`src/rtl/core/pkst_pkg.sv`:
```
// shared types, codes and constants of the pair keyed set table
package pkst_pkg;

  localparam int ENTRIES_DEF = 64;
  localparam int GROUP_W     = 16;
  localparam int MEMBER_W    = 16;
  localparam int TAG_W       = 48;
  localparam int COUNT_W     = 7;
  localparam logic [COUNT_W-1:0] COUNT_MAX = '1;

  typedef enum logic [1:0] {
    ACT_INSERT    = 2'd0,
    ACT_REMOVE    = 2'd1,
    ACT_CHK_PAIR  = 2'd2,
    ACT_CHK_GROUP = 2'd3
  } action_t;

  typedef enum logic [1:0] {
    ST_OK       = 2'd0,
    ST_DUP      = 2'd1,
    ST_NOTFOUND = 2'd2,
    ST_FULL     = 2'd3
  } status_t;

  // how a remove picks its victims
  typedef enum logic [1:0] {
    RM_PAIR   = 2'd0,
    RM_MEMBER = 2'd1,
    RM_GROUP  = 2'd2
  } rm_mode_t;

  typedef enum logic [1:0] {
    S_IDLE = 2'd0,
    S_SCAN = 2'd1,
    S_WAIT = 2'd2
  } state_t;

  // one transaction travelling down the cell chain
  typedef struct packed {
    logic                active;
    action_t             action;
    rm_mode_t            rm_mode;
    logic [GROUP_W-1:0]  group_id;
    logic [MEMBER_W-1:0] member_id;
    logic [TAG_W-1:0]    tag;
    logic                hit;
    logic                placed;
    logic [COUNT_W-1:0]  removed_count;
  } token_t;

  // broadcast from the controller to every cell
  typedef struct packed {
    logic commit;
    logic cancel;
  } ctl_t;

  typedef struct packed {
    status_t            status;
    logic               found;
    logic [COUNT_W-1:0] removed_count;
  } res_t;

endpackage

```
`src/rtl/core/pkst_cell.sv`:
```
// one table entry: compares the passing transaction and hands it on
module pkst_cell (
  input  logic             clk,
  input  logic             rst_n,
  input  pkst_pkg::token_t tok_i,
  input  pkst_pkg::ctl_t   ctl_i,
  output pkst_pkg::token_t tok_o,
  output logic             pending_o
);

  logic                                valid_r, valid_nxt;
  logic                                pending_r, pending_nxt;
  logic [pkst_pkg::GROUP_W-1:0]        group_r;
  logic [pkst_pkg::MEMBER_W-1:0]       member_r;
  logic [pkst_pkg::TAG_W-1:0]          tag_r;
  pkst_pkg::token_t                    tok_r, tok_nxt;
  logic                                claim;
  logic                                m_group, m_member, m_pair, rm_hit;

  assign m_group  = valid_r && (group_r == tok_i.group_id);
  assign m_member = valid_r && (member_r == tok_i.member_id);
  assign m_pair   = m_group && m_member;

  always_comb begin
    tok_nxt     = tok_i;
    valid_nxt   = valid_r;
    pending_nxt = pending_r;
    claim       = 1'b0;
    rm_hit      = 1'b0;
    // insert is settled at the tail of the chain
    if (ctl_i.commit && pending_r) valid_nxt = 1'b1;
    if (ctl_i.commit || ctl_i.cancel) pending_nxt = 1'b0;
    if (tok_i.active) begin
      unique case (tok_i.action)
        pkst_pkg::ACT_INSERT: begin
          if (m_pair) tok_nxt.hit = 1'b1;
          if (!valid_r && !pending_r && !tok_i.placed) begin
            claim          = 1'b1;
            pending_nxt    = 1'b1;
            tok_nxt.placed = 1'b1;
          end
        end
        pkst_pkg::ACT_REMOVE: begin
          unique case (tok_i.rm_mode)
            pkst_pkg::RM_PAIR:   rm_hit = m_pair;
            pkst_pkg::RM_MEMBER: rm_hit = m_member;
            pkst_pkg::RM_GROUP:  rm_hit = m_group;
            default:             rm_hit = 1'b0;
          endcase
          if (rm_hit) begin
            valid_nxt   = 1'b0;
            tok_nxt.hit = 1'b1;
            if (tok_i.removed_count != pkst_pkg::COUNT_MAX)
              tok_nxt.removed_count = tok_i.removed_count + 1'b1;
          end
        end
        pkst_pkg::ACT_CHK_PAIR:  if (m_pair) tok_nxt.hit = 1'b1;
        pkst_pkg::ACT_CHK_GROUP: if (m_group) tok_nxt.hit = 1'b1;
        default: ;
      endcase
    end
  end

  always_ff @(posedge clk) begin
    if (!rst_n) begin
      valid_r   <= 1'b0;
      pending_r <= 1'b0;
      tok_r     <= '0;
    end else begin
      valid_r   <= valid_nxt;
      pending_r <= pending_nxt;
      tok_r     <= tok_nxt;
    end
  end

  always_ff @(posedge clk) begin
    if (claim) begin
      group_r  <= tok_i.group_id;
      member_r <= tok_i.member_id;
      tag_r    <= tok_i.tag;
    end
  end

  assign tok_o     = tok_r;
  assign pending_o = pending_r;

  // the stored tag is kept with the entry but never compared
  logic tag_unused;
  assign tag_unused = ^tag_r;

  a_pend_free: assert property (@(posedge clk) disable iff (!rst_n)
    pending_r |-> !valid_r)
    else $error("claimed entry already valid");

  a_quiet_hold: assert property (@(posedge clk) disable iff (!rst_n)
    (!tok_i.active && !ctl_i.commit) |=> $stable(valid_r))
    else $error("entry valid changed without a transaction");

  a_settle_idle: assert property (@(posedge clk) disable iff (!rst_n)
    (ctl_i.commit || ctl_i.cancel) |-> !tok_i.active)
    else $error("settle pulse while a transaction is in the cell");

endmodule

```
`config.mk`:
```
export PLATFORM = sky130hd
export DESIGN_NAME = pkst_cell
export DESIGN_NICKNAME = d
export VERILOG_FILES = /design/src/rtl/core/pkst_pkg.sv /design/src/rtl/core/pkst_cell.sv
export SDC_FILE = /design/constraint.sdc
export NUM_CORES = 1
export LEC_CHECK = 0
export ABC_AREA = 1
export ABC_CLOCK_PERIOD_IN_PS = 3490
export BUFFER_PORTS_ARGS = -buffer_cell sky130_fd_sc_hd__buf_2
export CAP_MARGIN = 20
export CORE_MARGIN = 3
export CORE_UTILIZATION = 40
export DETAILED_ROUTE_END_ITERATION = 10
export PLACE_DENSITY = 0.77
export SYNTH_ARGS = -nofsm -noshare
export SYNTH_HDL_FRONTEND = slang
export SYNTH_SLANG_ARGS = --single-unit
```
`constraint.sdc`:
```
create_clock -name clk -period 3.49 [get_ports clk]
set_input_delay 0.8725 -clock clk [delete_from_list [all_inputs] [get_ports clk]]
set_output_delay 0.8725 -clock clk [all_outputs]
set_load 0.01 [all_outputs]
```
Word level (Yosys, flattened, before mapping)
Cells that the tools add are included.
- equal/unequal tests: 8
- muxes and demuxes: 24
- reductions and logical operators: 13
- add/sub/neg operators: 1
- operators with widths (kind ; number):
    $eq A16 B16 Y1 ; 2
    $mux W7 ; 3
    $mux W1 ; 18
    $mux W9 ; 1
    $add A7 B1 Y7 const B ; 1
    $ne A7 B7 Y1 const B ; 1
    $eq A2 B2 Y1 const B ; 3
    $logic_and A1 B1 Y1 ; 6
    $pmux W1 S3 ; 2
    $eq A2 B1 Y1 const B ; 2
    $logic_not A2 Y1 ; 2
    $logic_not A1 Y1 ; 3
    $reduce_or A2 Y1 ; 1
    $logic_or A1 B1 Y1 ; 1
- output and inout bits: 95
- register bits: 128
- bits of input ports: 98
- word-level logic and storage cells: 59

Depth between registers and ports, before layout
- depth after elaboration: 9
- mapped depth: 13
- depth with buffers taken out: 13

Least setup slack after synthesis
Ideal clock, no wire load.
- path type: input-to-reg
- from: input port tok_i[93] (netlist bit)
- to: register group_r[0] (netlist bit) (enable)
- path buffers: 0
- arrival time: 2.486 ns
- stages: 4
- required time: 3.068 ns
- slack: 0.581 ns
- setup time: 0.422 ns
- cell sequence: inv_1 > nor2_1 > nand3_1 > nor2_1
- word-level cells in the longest chain between the ends: 1
- RTL lines (what ; RTL line ; text):
    from (decl) ; pkst_cell.sv:5 ; input pkst_pkg::token_t tok_i,
    $mux W1 ; pkst_cell.sv:33 ; if (tok_i.active) begin
    net claim ; pkst_cell.sv:17 ; logic claim;
    to (signal assigned) ; pkst_cell.sv:78 ; group_r <= tok_i.group_id;
    to (decl) ; pkst_cell.sv:13 ; logic [pkst_pkg::GROUP_W-1:0] group_r;
The timed path passes the listed nets, and every way through them passes these cells.
A chain may end at the register's enable or synchronous reset.

Worst setup path in the final report
- from: input port tok_i[93] (netlist bit)
- to: register group_r[13] (netlist bit) (enable)
Same word-level chain as after synthesis.

==> key figures <==
Outcome
  – Status: finished clean

Yosys
  – Compound-cell area share of the yosys netlist: 1.54%
  – Syn_area_per_cell: 8.17 sq um
  – Seq/Total Area, Yosys: 61.1%
  – Mux cell area share after synthesis: 0%
  – Synth Area in Simple Gates: 22.9%
  – Yosys top cell area share: 40.8%
  – Top post-synthesis cells by area: dfxtp_1, edfxtp_1, nand2_1, inv_1, nor2_1
  – Synth Area in Adders: 0.265%
  – Cells after Synth: 577
  – Ys Warns: 0
  – Xor and xnor area share after synthesis: 1.11%
  – Register bit total from synthesis: 128
  – Mapped Area: 4710 sq um
  – Syn nets: 676
  – Post-synth top area cell: dfxtp_1
  – Synth cell types: 25
  – Largest family of logic cells by synthesized area: simple AND/OR/NAND/NOR gates

Finish
  – Ant. Diodes: 0
  – Sequential cell area: 2880 sq um
  – Area of the multi-input gates: 1220 sq um
  – P&R area growth vs syn: 37.3%
  – Nets: 880
  – Filler cell count: 1020
  – Commonest non-fill, non-tap cell in the layout: buf_2
  – Most frequent cells in the layout: buf_2, nand2_1, inv_1, dfxtp_1, nor2_1
  – Share of cells above drive strength 1: 30.1%

Timing
  – Setup violators final: 0
  – Final Max Tran Viols: 0
  – RSZ-0062 raised after global routing: false
  – Slew headroom: 64.8%
  – Worst clock skew: 7.69 ps
  – Fin Setup TNS: 0 ps
  – Worst-margin pin slew: 527 ps
  – Final min period: 1860 ps
  – F_max: 0.537 GHz
  – Period utilization: 53.4%
  – Post-route setup slack: 1630 ps
  – Final Hold Viols: 0

Die
  – Die area: 13100 sq um
  – DIE WIDTH: 115 microns
  – Initial Utilization: 41.1%
  – Die height: 115 microns
  – Top-Level Pins: 193
  – Row cnt: 39
  – Core area: 11500 sq um

Global routing
  – Vias in the first global route: 3731
  – Initial antenna violation count: 0
  – Overall routing resource usage: 16.7%
  – Largest net degree at the start of global routing: 50
  – Gr ovfl total: 0
  – Global-route wire length before repair: 16700 microns

Place
  – Hpwl dp: 8140 microns
  – Routability Congestion: 0.816
  – Place WS: 1180 ps
  – Port bufs: 192

Clock tree
  – H-tree Lvls: 4
  – Clock Tree Root: clkbuf_16
  – Num CTS Buffers: 17
  – Sink Count: 128
  – CTS max path bufs: 2
  – Post-CTS sizing: 0
  – Worst-Skew Late Latency: 410 ps
  – # hold bufs at CTS: 0
  – CTS clock-pin slew for the worst setup and hold paths: 50 ps
  – TritonCTS clock tree: yes
  – Postcts setup bufs: 0

Drt
  – Final wirelength: 10600 microns
  – Detailed Routing Iterations Pass 1: 4
  – Post-route ant nets: 0
  – Vias post-DR: 3921
  – DR iter-0 viols: 199
  – DRC errors left: 0
  – DR WL/cell: 11.4 microns
  – Vias/cell: 4.18

Worst hold path
  – WHS Path Cells: 2
  – Hold WC Path Type: reg -> reg
  – Min-delay src: pending_o$_SDFF_PN0_
  – Hold endpoint: pending_o$_SDFF_PN0_

Pwr
  – Worst vdd ir: 0.335 mV
  – Leak: 0.00391 uW
  – Flop pwr share: 43.5%
  – PwrDens: 569 nW/um^2
  – Clock Power Share: 48.5%
  – Sw Ratio: 21.9%
  – Pint: 2870 uW
  – Switching Power: 807 uW
  – Combinational group share of total power: 8.0%

Worst setup path
  – R2R Setup Slk: 1800 ps
  – CP Launch Type: input pin
  – Crit path max fanout: 17
  – R2r endpoint: group_r[13]$_DFFE_PP_
  – R2R depth: 4
  – Crit end category: register
  – Crit Path Class: in -> reg
  – Worst r2r src: valid_r$_SDFF_PN0_
  – Crit path DAT: 1980 ps
  – Required @ worst endpoint: 3600 ps

Job
  – Max-capacitance violation count: 0
-- metrics by stage --
stage          utilization [%]  total power (uW)  area [sq um]  instances  hold WS (ps)
2_1_floorplan                -              1770          4710        577           525
3_3_place_gp              51.1              1920          5860        905           539
3_5_place_dp              51.1              1930          5860        905           548
4_1_cts                   56.5              3720          6470        937           557
5_1_grt                   56.5              3830          6470        937           606
6_report                  56.5              3680          6470        937           547
-- synth_stat cells --
library cell / n
nor2_4: 1
dfxtp_1: 96
nand4_1: 6
or2_2: 2
o211ai_1: 1
nand2_4: 1
nand2_1: 186
o21ai_1: 2
inv_2: 4
nand3_1: 12
nand2_2: 1
nand3_2: 3
xnor2_1: 6
a21oi_1: 7
inv_1: 149
ha_1: 1
o21ai_0: 4
clkinv_1: 1
clkbuf_1: 9
nor2_1: 47
or2_1: 1
buf_2: 1
edfxtp_1: 32
nor2_2: 2
nand3b_1: 2
-- routing by layer --
| layer | vias up | GRT usage (%) | wire [microns] |
|---|---|---|---|
| met1 | 1674 | 18.3 | 4400 |
| met4 | 0 | 8.95 | 265 |
| met2 | 155 | 26.7 | 4820 |
| li1 | 2071 | - | - |
| met5 | - | 0 | 0 |
| met3 | 21 | 7.93 | 1150 |
-- flip-flops by register name, indices dropped and copies added (netlist names) --
name       count
tok_o         94
group_r       16
member_r      16
pending_o      1
valid_r        1
-- power groups by stage --
stage	Clock (uW)	Combinational, uW	Sequential, uW
floorplan	0	106	1670
global placement	0	293	1630
detailed placement	0	298	1630
CTS	1820	299	1600
global route	1890	336	1610
finish	1790	294	1600
-- cell type report --
cell class                 count  share of cell area [%]
timing repair buffer         195                    15.4
tap                          143                    2.76
clock inverter                 6                   0.966
sequential                   128                    44.5
inverter                     154                    8.93
multi-input combinational    285                    18.9
clock buffer                  26                    8.54
-- how the worst max path moves through the flow --
stage,from,end,slack [ps],cells after the start
final,tok_i[93],group_r[13]$_DFFE_PP_,1630,6
after global routing,tok_i[0],tok_o[5]$_SDFF_PN0_,1480,12
after CTS,tok_i[93],group_r[11]$_DFFE_PP_,1620,6
after detailed placement,tok_i[93],group_r[8]$_DFFE_PP_,1180,6
after global placement,tok_i[93],group_r[6]$_DFFE_PP_,1210,6
after floorplan,tok_i[93],group_r[0]$_DFFE_PP_,580,4
-- cells by family (layout without fill, tap and decap cells) --
| kind of cell | after synthesis | after routing |
|---|---|---|
| XOR/XNOR | 6 | 6 |
| AND/OR/NAND/NOR | 264 | 264 |
| adder cells (fa/ha/maj) | 1 | 1 |
| buffers and inverters | 164 | 381 |
| flip-flops | 128 | 128 |
| AO/OA/AOI/OAI | 14 | 14 |
-- critical path: stages --
cell	delay, ps
buf_2	110
inv_1	80
nor2_1	90
nand3_1	140
nor2_4	450
buf_12	230
(Power assumes the default switching activity.)
