===== config.mk =====
export PLATFORM = sky130hd
export DESIGN_NAME = pkst_ctrl
export DESIGN_NICKNAME = d
export VERILOG_FILES = /design/src/rtl/core/pkst_pkg.sv /design/src/rtl/core/pkst_ctrl.sv
export SDC_FILE = /design/constraint.sdc
export NUM_CORES = 1
export LEC_CHECK = 0
export BUFFER_PORTS_ARGS = -buffer_cell sky130_fd_sc_hd__clkbuf_2
export CAP_MARGIN = 10
export CELL_PAD_IN_SITES_DETAIL_PLACEMENT = 0
export CELL_PAD_IN_SITES_GLOBAL_PLACEMENT = 1
export CORE_MARGIN = 5
export CORE_UTILIZATION = 29
export CTS_CLUSTER_DIAMETER = 120
export CTS_CLUSTER_SIZE = 40
export DETAILED_ROUTE_END_ITERATION = 7
export PLACE_DENSITY = 0.9
export SKIP_CTS_REPAIR_TIMING = 1
export SYNTH_ARGS = -nofsm -noshare
export SYNTH_HDL_FRONTEND = slang
export SYNTH_SLANG_ARGS = --single-unit
export TNS_END_PERCENT = 1

===== constraint.sdc =====
create_clock -name clk -period 2.1 [get_ports clk]
set_input_delay 0.42 -clock clk [delete_from_list [all_inputs] [get_ports clk]]
set_output_delay 0.42 -clock clk [all_outputs]
set_load 0.005 [all_outputs]

===== src/rtl/core/pkst_pkg.sv =====
// shared types, codes and constants of the pair keyed set table
package pkst_pkg;

  localparam int ENTRIES_DEF = 64;
  localparam int GROUP_W     = 16;
  localparam int MEMBER_W    = 16;
  localparam int TAG_W       = 48;
  localparam int COUNT_W     = 7;
  localparam logic [COUNT_W-1:0] COUNT_MAX = '1;

  typedef enum logic [1:0] {
    ACT_INSERT    = 2'd0,
    ACT_REMOVE    = 2'd1,
    ACT_CHK_PAIR  = 2'd2,
    ACT_CHK_GROUP = 2'd3
  } action_t;

  typedef enum logic [1:0] {
    ST_OK       = 2'd0,
    ST_DUP      = 2'd1,
    ST_NOTFOUND = 2'd2,
    ST_FULL     = 2'd3
  } status_t;

  // how a remove picks its victims
  typedef enum logic [1:0] {
    RM_PAIR   = 2'd0,
    RM_MEMBER = 2'd1,
    RM_GROUP  = 2'd2
  } rm_mode_t;

  typedef enum logic [1:0] {
    S_IDLE = 2'd0,
    S_SCAN = 2'd1,
    S_WAIT = 2'd2
  } state_t;

  // one transaction travelling down the cell chain
  typedef struct packed {
    logic                active;
    action_t             action;
    rm_mode_t            rm_mode;
    logic [GROUP_W-1:0]  group_id;
    logic [MEMBER_W-1:0] member_id;
    logic [TAG_W-1:0]    tag;
    logic                hit;
    logic                placed;
    logic [COUNT_W-1:0]  removed_count;
  } token_t;

  // broadcast from the controller to every cell
  typedef struct packed {
    logic commit;
    logic cancel;
  } ctl_t;

  typedef struct packed {
    status_t            status;
    logic               found;
    logic [COUNT_W-1:0] removed_count;
  } res_t;

endpackage


===== src/rtl/core/pkst_ctrl.sv =====
// sequencer: injects a transaction, waits for the chain tail, holds the result
module pkst_ctrl (
  input  logic                          clk,
  input  logic                          rst_n,
  input  logic                          in_valid,
  output logic                          in_ready,
  input  logic [1:0]                    in_action,
  input  logic [pkst_pkg::GROUP_W-1:0]  in_group_id,
  input  logic [pkst_pkg::MEMBER_W-1:0] in_member_id,
  input  logic [pkst_pkg::TAG_W-1:0]    in_tag,
  output pkst_pkg::token_t              head_o,
  input  pkst_pkg::token_t              tail_i,
  output pkst_pkg::ctl_t                ctl_o,
  output logic                          out_valid,
  input  logic                          out_ready,
  output pkst_pkg::res_t                out_res
);

  pkst_pkg::state_t state_r, state_nxt;
  pkst_pkg::token_t head_r, head_nxt;
  pkst_pkg::res_t   res_c, res_r, out_res_r, out_res_nxt;
  logic             out_valid_r, out_valid_nxt;
  logic             out_free, load_out, load_res;
  logic             accept;

  assign out_free = !out_valid_r || out_ready;
  assign accept   = in_valid && in_ready;

  // next state
  always_comb begin
    state_nxt = state_r;
    unique case (state_r)
      pkst_pkg::S_IDLE: if (in_valid) state_nxt = pkst_pkg::S_SCAN;
      pkst_pkg::S_SCAN: if (tail_i.active)
                          state_nxt = out_free ? pkst_pkg::S_IDLE : pkst_pkg::S_WAIT;
      pkst_pkg::S_WAIT: if (out_free) state_nxt = pkst_pkg::S_IDLE;
      default:          state_nxt = pkst_pkg::S_IDLE;
    endcase
  end

  // result of the finished transaction
  always_comb begin
    res_c = '{status: pkst_pkg::ST_OK, found: 1'b0, removed_count: '0};
    unique case (tail_i.action)
      pkst_pkg::ACT_INSERT: begin
        if (tail_i.hit)          res_c.status = pkst_pkg::ST_DUP;
        else if (!tail_i.placed) res_c.status = pkst_pkg::ST_FULL;
      end
      pkst_pkg::ACT_REMOVE: begin
        res_c.removed_count = tail_i.removed_count;
        if (tail_i.rm_mode == pkst_pkg::RM_PAIR && !tail_i.hit)
          res_c.status = pkst_pkg::ST_NOTFOUND;
      end
      pkst_pkg::ACT_CHK_PAIR:  res_c.found = tail_i.hit;
      pkst_pkg::ACT_CHK_GROUP: res_c.found = tail_i.hit;
      default: ;
    endcase
  end

  // outputs
  always_comb begin
    in_ready     = 1'b0;
    ctl_o        = '0;
    load_out     = 1'b0;
    load_res     = 1'b0;
    unique case (state_r)
      pkst_pkg::S_IDLE: in_ready = 1'b1;
      pkst_pkg::S_SCAN: begin
        if (tail_i.active) begin
          ctl_o.commit = (tail_i.action == pkst_pkg::ACT_INSERT) && tail_i.placed
                         && !tail_i.hit;
          ctl_o.cancel = (tail_i.action == pkst_pkg::ACT_INSERT) && tail_i.placed
                         && tail_i.hit;
          load_out = out_free;
          load_res = !out_free;
        end
      end
      pkst_pkg::S_WAIT: load_out = out_free;
      default: ;
    endcase
  end

  always_comb begin
    head_nxt        = head_r;
    head_nxt.active = 1'b0;
    if (accept) begin
      head_nxt.active        = 1'b1;
      head_nxt.action        = pkst_pkg::action_t'(in_action);
      head_nxt.group_id      = in_group_id;
      head_nxt.member_id     = in_member_id;
      head_nxt.tag           = in_tag;
      head_nxt.hit           = 1'b0;
      head_nxt.placed        = 1'b0;
      head_nxt.removed_count = '0;
      // zero acts as a wildcard in a remove, group zero wins
      if (in_group_id == '0)       head_nxt.rm_mode = pkst_pkg::RM_MEMBER;
      else if (in_member_id == '0) head_nxt.rm_mode = pkst_pkg::RM_GROUP;
      else                         head_nxt.rm_mode = pkst_pkg::RM_PAIR;
    end
  end

  always_comb begin
    out_valid_nxt = out_valid_r;
    out_res_nxt   = out_res_r;
    if (load_out) begin
      out_valid_nxt = 1'b1;
      out_res_nxt   = (state_r == pkst_pkg::S_WAIT) ? res_r : res_c;
    end else if (out_ready) begin
      out_valid_nxt = 1'b0;
    end
  end

  always_ff @(posedge clk) begin
    out_res_r <= out_res_nxt;
    if (load_res) res_r <= res_c;
    if (!rst_n) begin
      state_r     <= pkst_pkg::S_IDLE;
      head_r      <= '0;
      out_valid_r <= 1'b0;
    end else begin
      state_r     <= state_nxt;
      head_r      <= head_nxt;
      out_valid_r <= out_valid_nxt;
    end
  end

  assign head_o    = head_r;
  assign out_valid = out_valid_r;
  assign out_res   = out_res_r;

  a_tail_in_scan: assert property (@(posedge clk) disable iff (!rst_n)
    tail_i.active |-> state_r == pkst_pkg::S_SCAN)
    else $error("chain tail arrived outside a scan");

  a_settle_excl: assert property (@(posedge clk) disable iff (!rst_n)
    !(ctl_o.commit && ctl_o.cancel))
    else $error("commit and cancel together");

  a_accept_starts: assert property (@(posedge clk) disable iff (!rst_n)
    accept |=> head_r.active && state_r == pkst_pkg::S_SCAN)
    else $error("accepted transaction not injected");

endmodule


Word level (Yosys, flattened, before mapping) --
Cells that the tools add are included.
Word-level totals: RAM bits 0, output and inout port bits 108, bits in read-only memories 0, logic and storage cells 63, input port bits 180, memories kept 0, register bits 108, latch bits 0
Cells by class: eq/ne operators 8, add/subtract/negate cells 0, bitwise gates (word level) 0, $mul 0, shift operators 0, mux-type cells 24, reductions and logical operators 17, divide/modulo/power cells 0, magnitude comparators 0
Operator list (number):
- $mux W94 | 1
- $logic_not A16 Y1 | 2
- $mux W2 | 11
- $mux W10 | 1
- $mux W1 | 7
- $mux W7 | 1
- $eq A2 B2 Y1 const B | 3
- $logic_not A2 Y1 | 3
- $ne A2 B2 Y1 const B | 3
- $pmux W2 S3 | 1
- $logic_and A1 B1 Y1 | 5
- $eq A2 B1 Y1 const B | 2
- $pmux W2 S2 | 1
- $logic_not A1 Y1 | 3
- $reduce_and A3 Y1 | 1
- $pmux W1 S2 | 1
- $reduce_bool A2 Y1 | 1
- $reduce_or A2 Y1 | 1
- $logic_or A1 B1 Y1 | 1

Longest topological paths before layout --
Gate-level depths: netlist of run 1.
word-level depth 5, mapped depth 7, depth with buffers taken out 6

Worst setup path before layout of run 1 --
OpenSTA, ideal clock, no wires.
path kind register to register, start point register state_r[1], end point register out_res_r, in the netlist out_res[0] (enable), path buffers 0, period minus slack after synthesis 1.645 ns, arrival time 1.268 ns, data required time 1.723 ns, library setup time 0.377 ns, cell stages (with the launch flop) 6, slack 0.455 ns, cell sequence dfxtp_1 inv_1 ha_1 and2_1 o21ai_0 nor2b_1
On the way: word-level cells in the longest chain between the ends 2, elaborated cells between the ends (all ways) 3, classes of those cells 2 x eq/ne; 1 x mux
RTL lines:
- from (decl) | line pkst_ctrl.sv:19 | pkst_pkg::state_t state_r, state_nxt;
- from (signal assigned) | line pkst_ctrl.sv:117 | state_r <= pkst_pkg::S_IDLE;
- from (signal assigned) | line pkst_ctrl.sv:121 | state_r <= state_nxt;
- $eq A2 B2 Y1 or $eq A2 B1 Y1 (tied branches) | line pkst_ctrl.sv:66 | unique case (state_r)
- $pmux W1 S2 * | line pkst_ctrl.sv:66
- via load_out | line pkst_ctrl.sv:23 | logic out_free, load_out, load_res;
- to (signal assigned) | line pkst_ctrl.sv:114 | out_res_r <= out_res_nxt;
- to (decl) | line pkst_ctrl.sv:21 | pkst_pkg::res_t res_c, res_r, out_res_r, out_res_nxt;
The timed path passes the listed nets; every way through them passes the cells marked *. A chain may end at the register's enable or synchronous reset.

==> results of run 1 <==
## state kept, by name, indices dropped and copies added, names as in the netlist
name	count
res_r	10
head_o	85
out_res	10
out_valid	1
state_r	2
## cell usage in the layout, fill, tap and decap left out, types with 2 or more instances in the layout
cell type  instances
nand3_1            2
inv_1              3
conb_1             9
a21boi_2           2
nand2b_1           3
nor2b_2            2
buf_4              7
buf_12             3
clkbuf_2         198
nor3_1             2
dfxtp_1           88
nor2b_1            3
edfxtp_1          20
nor2_1             3
clkbuf_16          9
ha_1               4
a21boi_1          68
nor4_1             8
nand2_1          167
a21boi_0          15
and2_1             9
clkinv_2           2
mux2_2            10
and4_1             3
## routing by layer
layer  global-route usage, %  part of all wire, %
met5                       0                    0
met4                   4.695                  1.8
met3                   4.160                  6.5
met2                   21.45                   49
met1                   15.82                   43
## power groups by stage
stage	sequential [uW]	clock [uW]	combinational [uW]
2_1_floorplan	2350	0	352
3_3_place_gp	2330	0	660
3_5_place_dp	2340	0	661
4_1_cts	2290	1670	663
5_1_grt	2300	1770	728
6_report	2290	1590	644
## Yosys cell counts
library cell	instances	area share (%)
buf_2	9	1.0
dfxtp_1	88	41
nand2_1	168	15
and4_1	3	0.61
nand3_1	2	0.23
ha_1	4	1.2
buf_4	11	1.9
buf_6	8	2.1
o21ai_0	1	0.12
edfxtp_1	20	14
clkbuf_1	9	0.78
a21boi_1	68	12
nor2b_2	1	0.20
nand2b_1	3	0.43
nor2_1	3	0.26
and2_2	1	0.17
inv_1	3	0.26
nor4_1	8	1.2
nor3_1	2	0.23
a21oi_1	1	0.12
nand3b_1	1	0.17
a21boi_0	15	2.6
a32oi_1	1	0.20
mux2_2	10	2.6
and3_1	1	0.14
and2_1	9	1.3
conb_1	1	0.086
mux2i_1	1	0.23
nor2b_1	4	0.58
a31o_1	1	0.20
a21boi_2	2	0.52
## metrics by stage
| step | area, um2 | cells | hold WS (ps) | util (%) | setup WS (ps) |
|---|---|---|---|---|---|
| global placement | 5458 | 822 | 440.6 | 37.41 | 170.0 |
| floorplan | 4373 | 467 | 451.4 | - | 454.7 |
| detailed placement | 5458 | 822 | 444.0 | 37.41 | 156.2 |
| finish | 5736 | 838 | 285.0 | 39.31 | 223.0 |
| global route | 5736 | 838 | 266.8 | 39.31 | 129.6 |
| CTS | 5733 | 838 | 266.1 | 39.30 | 123.3 |
## worst reg2reg max path: cells and delay by family, from the launching register on
family / cells / cell delay (ps)
adder cells (fa/ha/maj): 1 / 170
AND/OR/NAND/NOR: 2 / 630
flip-flops: 1 / 330
buffers and inverters: 1 / 100
AO/OA/AOI/OAI: 1 / 120
## layout make-up
class	count	area share [%]
Sequential cell	108	41.19
Multi-Input combinational cell	319	30.56
Timing Repair Buffer	208	19.24
Tap cell	184	4.014
Clock buffer	9	3.927
Clock inverter	7	0.8726
Inverter	3	0.1963
## worst max path at each step
| stage | cells after the start | slack [ps] | to | start |
|---|---|---|---|---|
| 2_1_floorplan | 5 | 450 | out_res[0] | state_r[1] |
| 3_3_place_gp | 5 | 170 | out_res[5] | state_r[1] |
| 3_5_place_dp | 5 | 160 | out_res[4] | state_r[1] |
| 4_1_cts | 5 | 120 | out_res[5] | state_r[1] |
| 5_1_grt | 5 | 130 | ctl_o[0] | state_r[1] |
| 6_report | 5 | 220 | ctl_o[1] | state_r[1] |
## kinds of logic (layout without fill, tap and decap cells)
| family | count (synthesis) | in the layout |
|---|---|---|
| DFF | 108 | 108 |
| buffers and inverters | 40 | 227 |
| and+or+nand+nor | 206 | 206 |
| AOI/OAI and AO/OA | 89 | 89 |
| adders and majority gates | 4 | 4 |
| muxes | 11 | 11 |
| other | 1 | 9 |
==> results.json, run 1 <==
{
  "synth.area.mux_share_pct": 2.823,
  "drv_cap": 0,
  "viasPerCell": 4.337,
  "antenna_found_initial": 0,
  "cts_tree": "done",
  "powerDensity_nw_per_um2": 788.6,
  "area.growth.synth_to_final_pct": 32.07,
  "clk_pin_slew_ps": 70,
  "wl_per_cell_um": 13.75,
  "synth-compound-area-share_pct": 15.50,
  "clk_latency_ps": 340,
  "worst_slew_pin_slew_ps": 526.5,
  "route.detailed.drc": 0,
  "p_comb_share_pct": 14.2,
  "ys_ff_latch": 108,
  "die_w_um": 132.4,
  "cp.arrival_ps": 1460,
  "place_hpwl_um": 8601,
  "r2r_setup_slack_ps": 390,
  "fp.dieH_um": 132.4,
  "clock_sinks": 108,
  "cp_cell_sequence": "inv_1 -> ha_1 -> and2_1 -> and4_1 -> clkbuf_2",
  "critPathKind": "reg -> out",
  "crit_buf_inv": 2,
  "fin_worst_skew_ps": 4.380,
  "gp_congestion": 0.7523,
  "drv_slew": 0,
  "critical-path-top-delay-family": "flip-flops",
  "multi_input_area_um2": 1753,
  "r2r_start": "state_r[1]",
  "p_sw_share_pct": 26.13,
  "n_antenna_cell": 0,
  "synth-simple-area-share_pct": 19.99,
  "clockBufferDepth": 2,
  "start_util_pct": 29.77,
  "first_pass_iters": 4,
  "internal-power_uw": 3341,
  "cp.required_ps": 1680,
  "crit_fanout": 4,
  "seqCellArea_um2": 2362,
  "tns_ps": 0,
  "htree_levels": 3,
  "finalHoldViolCount": 0,
  "ys_seq_area_share_pct": 54.39,
  "p_seq_share_pct": 50.6,
  "track_usage_pct": 12.97,
  "cts-buffers-inserted": 9,
  "n_fill_cell": 1519,
  "cts-root-buf": "clkbuf_16",
  "ys_warn_count": 0,
  "start_kind": "flop",
  "drive_gt1_share_pct": 36.54,
  "worstHoldStart": "in_tag[19]",
  "wirelength_um": 11530,
  "overflow": 0,
  "setup_viol": 0,
  "rsz0062_at_grt": "no",
  "hold_path.class": "in -> reg",
  "crit_slowest_cell": "dfxtp_1",
  "io_buffers": 198,
  "drt_iter0_markers": 205,
  "total_power_uw": 4523,
  "status": "finished, final reports clean",
  "slew-limit-headroom_pct": 64.74,
  "synth_xor_area_share_pct": 0,
  "synth_cells": 459,
  "synthAdderAreaFrac_pct": 1.152,
  "grt_pass1_wl_um": 18490,
  "die_area_um2": 17520,
  "rows": 44,
  "cp-end-kind": "output port",
  "grt_pass1_vias": 3489,
  "route.vias.total": 3634,
  "power_switching_uw": 1182,
  "detail-route-antenna-nets": 0,
  "syn_area_um2": 4343,
  "power.leakage_uw": 0.002601,
  "timing.fmax_ghz": 0.5328,
  "hold_end": "head_o[28]",
  "reg2regPathDepth": 5,
  "num_io_pins": 288,
  "yosysUniqueCellTypes": 31,
  "period_share_pct": 89.38,
  "synth_top_family_by_area": "simple AND/OR/NAND/NOR gates",
  "fin_crit_ps": 1877,
  "irDropWorstVdd_v": 0.0003377,
  "grt_max_degree": 67,
  "syn_avg_cell_area_um2": 9.462,
  "clkPwrFrac_pct": 35.2,
  "fin_nets": 833,
  "min_path_cells": 3,
  "core_region_area_um2": 14590,
  "reg2reg_to": "out_res[6]",
  "crit_path_max_incr_delay_ps": 360
}
No activity file was read; power rests on OpenSTA's default activity.
==> run 2, diff against run 1 <==
- BUFFER_PORTS_ARGS: -buffer_cell sky130_fd_sc_hd__clkbuf_2 -> -buffer_cell sky130_fd_sc_hd__buf_2
==> run 2 against run 1 <==
Clock power up 8%; register-to-register slack about the same; maximum frequency decreased by 0.21%; cell count is 0.12% lower; core utilization increased by 0.051 points; sequential share of layout area down 0.054 points; count of clock-buffer cells in the layout increased by 1; critical endpoint unchanged.
==> results.json, run 2 (synthesis results as in run 1) <==
{
  "first_pass_iters": 4,
  "period_share_pct": 89.57,
  "viasPerCell": 4.320,
  "largest_register_ffs": 85,
  "io_buffers": 198,
  "min_path_cells": 3,
  "clk_latency_ps": 350,
  "route.vias.total": 3616,
  "drt_iter0_markers": 205,
  "antenna_found_initial": 0,
  "drive_gt1_share_pct": 36.45,
  "cp.arrival_ps": 1460,
  "cts_tree": "done",
  "cp.required_ps": 1680,
  "rows": 44,
  "core_region_area_um2": 14590,
  "timing.fmax_ghz": 0.5316,
  "irDropWorstVdd_v": 0.0004275,
  "critPathKind": "reg -> out",
  "place_inst": 821,
  "slew-limit-headroom_pct": 65.51,
  "start_util_pct": 29.77,
  "cp-end-kind": "output port",
  "crit_fanout": 4,
  "rsz0062_at_grt": "no",
  "final_cell_mix": "buf_2, nand2_1, dfxtp_1",
  "grt_max_degree": 59,
  "hold_end": "head_o[31]",
  "htree_levels": 3,
  "n_antenna_cell": 0,
  "start_kind": "flop",
  "die_w_um": 132.4,
  "cts-buffers-inserted": 9,
  "die_area_um2": 17520,
  "drv_slew": 0,
  "track_usage_pct": 12.48,
  "tns_ps": 0,
  "fp.dieH_um": 132.4,
  "r2r_start": "state_r[1]",
  "clock_sinks": 108,
  "setup_viol": 0,
  "reg2regPathDepth": 5,
  "reg2reg_to": "out_res[8]",
  "wirelength_um": 11470,
  "status": "finished, final reports clean",
  "grt_pass1_vias": 3367,
  "r2r_setup_slack_ps": 400,
  "detail-route-antenna-nets": 0,
  "stdcell_count": 837,
  "fin_crit_ps": 1881,
  "powerDensity_nw_per_um2": 808.4,
  "cts-root-buf": "clkbuf_16",
  "gp_congestion": 0.7630,
  "place_hpwl_um": 8560,
  "fin_worst_skew_ps": 7.002,
  "hold_path.class": "in -> reg",
  "drv_cap": 0,
  "fin_nets": 832,
  "route.detailed.drc": 0,
  "area.growth.synth_to_final_pct": 32.24,
  "wl_per_cell_um": 13.71,
  "finalHoldViolCount": 0,
  "clk_pin_slew_ps": 80,
  "worstHoldStart": "in_tag[22]",
  "clockBufferDepth": 2,
  "overflow": 0,
  "num_io_pins": 288,
  "worst_slew_pin_slew_ps": 515.0,
  "grt_pass1_wl_um": 17750,
  "power.leakage_uw": 0.002633,
  "layout_commonest_cell": "buf_2"
}
-- run 2: power breakdown --
part	total (uW)	internal, uW	switching (uW)
sequential	2280	2230	53.1
combinational	637	291	345
clock	1720	941	781
-- run 2: metal layers --
metal | track usage, % | up-vias | wire length, um
met3 | 4.046 | 16 | 798
li1 | - | 1877 | -
met4 | 4.468 | 0 | 192
met5 | 0 | - | 0
met2 | 20.84 | 101 | 5577
met1 | 15.03 | 1622 | 4904
-- run 2: worst max path at each step --
stage,slack (ps),to,start
after floorplan,450,out_res[0],state_r[1]
after global placement,170,out_res[5],state_r[1]
after detailed placement,130,out_res[0],state_r[1]
after CTS,130,out_res[8],state_r[1]
after global routing,120,ctl_o[0],state_r[1]
final,220,ctl_o[1],state_r[1]
-- run 2: area by class of cell --
| type | count | area (um2) |
|---|---|---|
| fill | 1497 | 8846 |
| sequential | 108 | 2362 |
| multi-input combinational | 319 | 1753 |
| timing repair buffer | 207 | 1084 |
| tap | 184 | 230.2 |
| clock buffer | 10 | 229.0 |
| clock inverter | 6 | 73.82 |
| inverter | 3 | 11.26 |
-- run 2: critical path: stages, from the launching register on --
cell	delay (ps)
dfxtp_1	360
inv_1	90
ha_1	190
and2_1	160
and4_1	190
buf_2	120
-- run 2: through the flow --
stage               total power [uW]  util [%]  area, um2  hold slack, ps  setup slack (ps)
floorplan                       2700         -       4373           451.4             454.7
global placement                2976     37.27       5438           437.8             173.0
detailed placement              2986     37.27       5438           441.7             134.5
CTS                             4734     39.35       5741           279.6             130.2
global route                    4893     39.37       5743           289.4             115.2
finish                          4643     39.37       5743           299.9             219.0
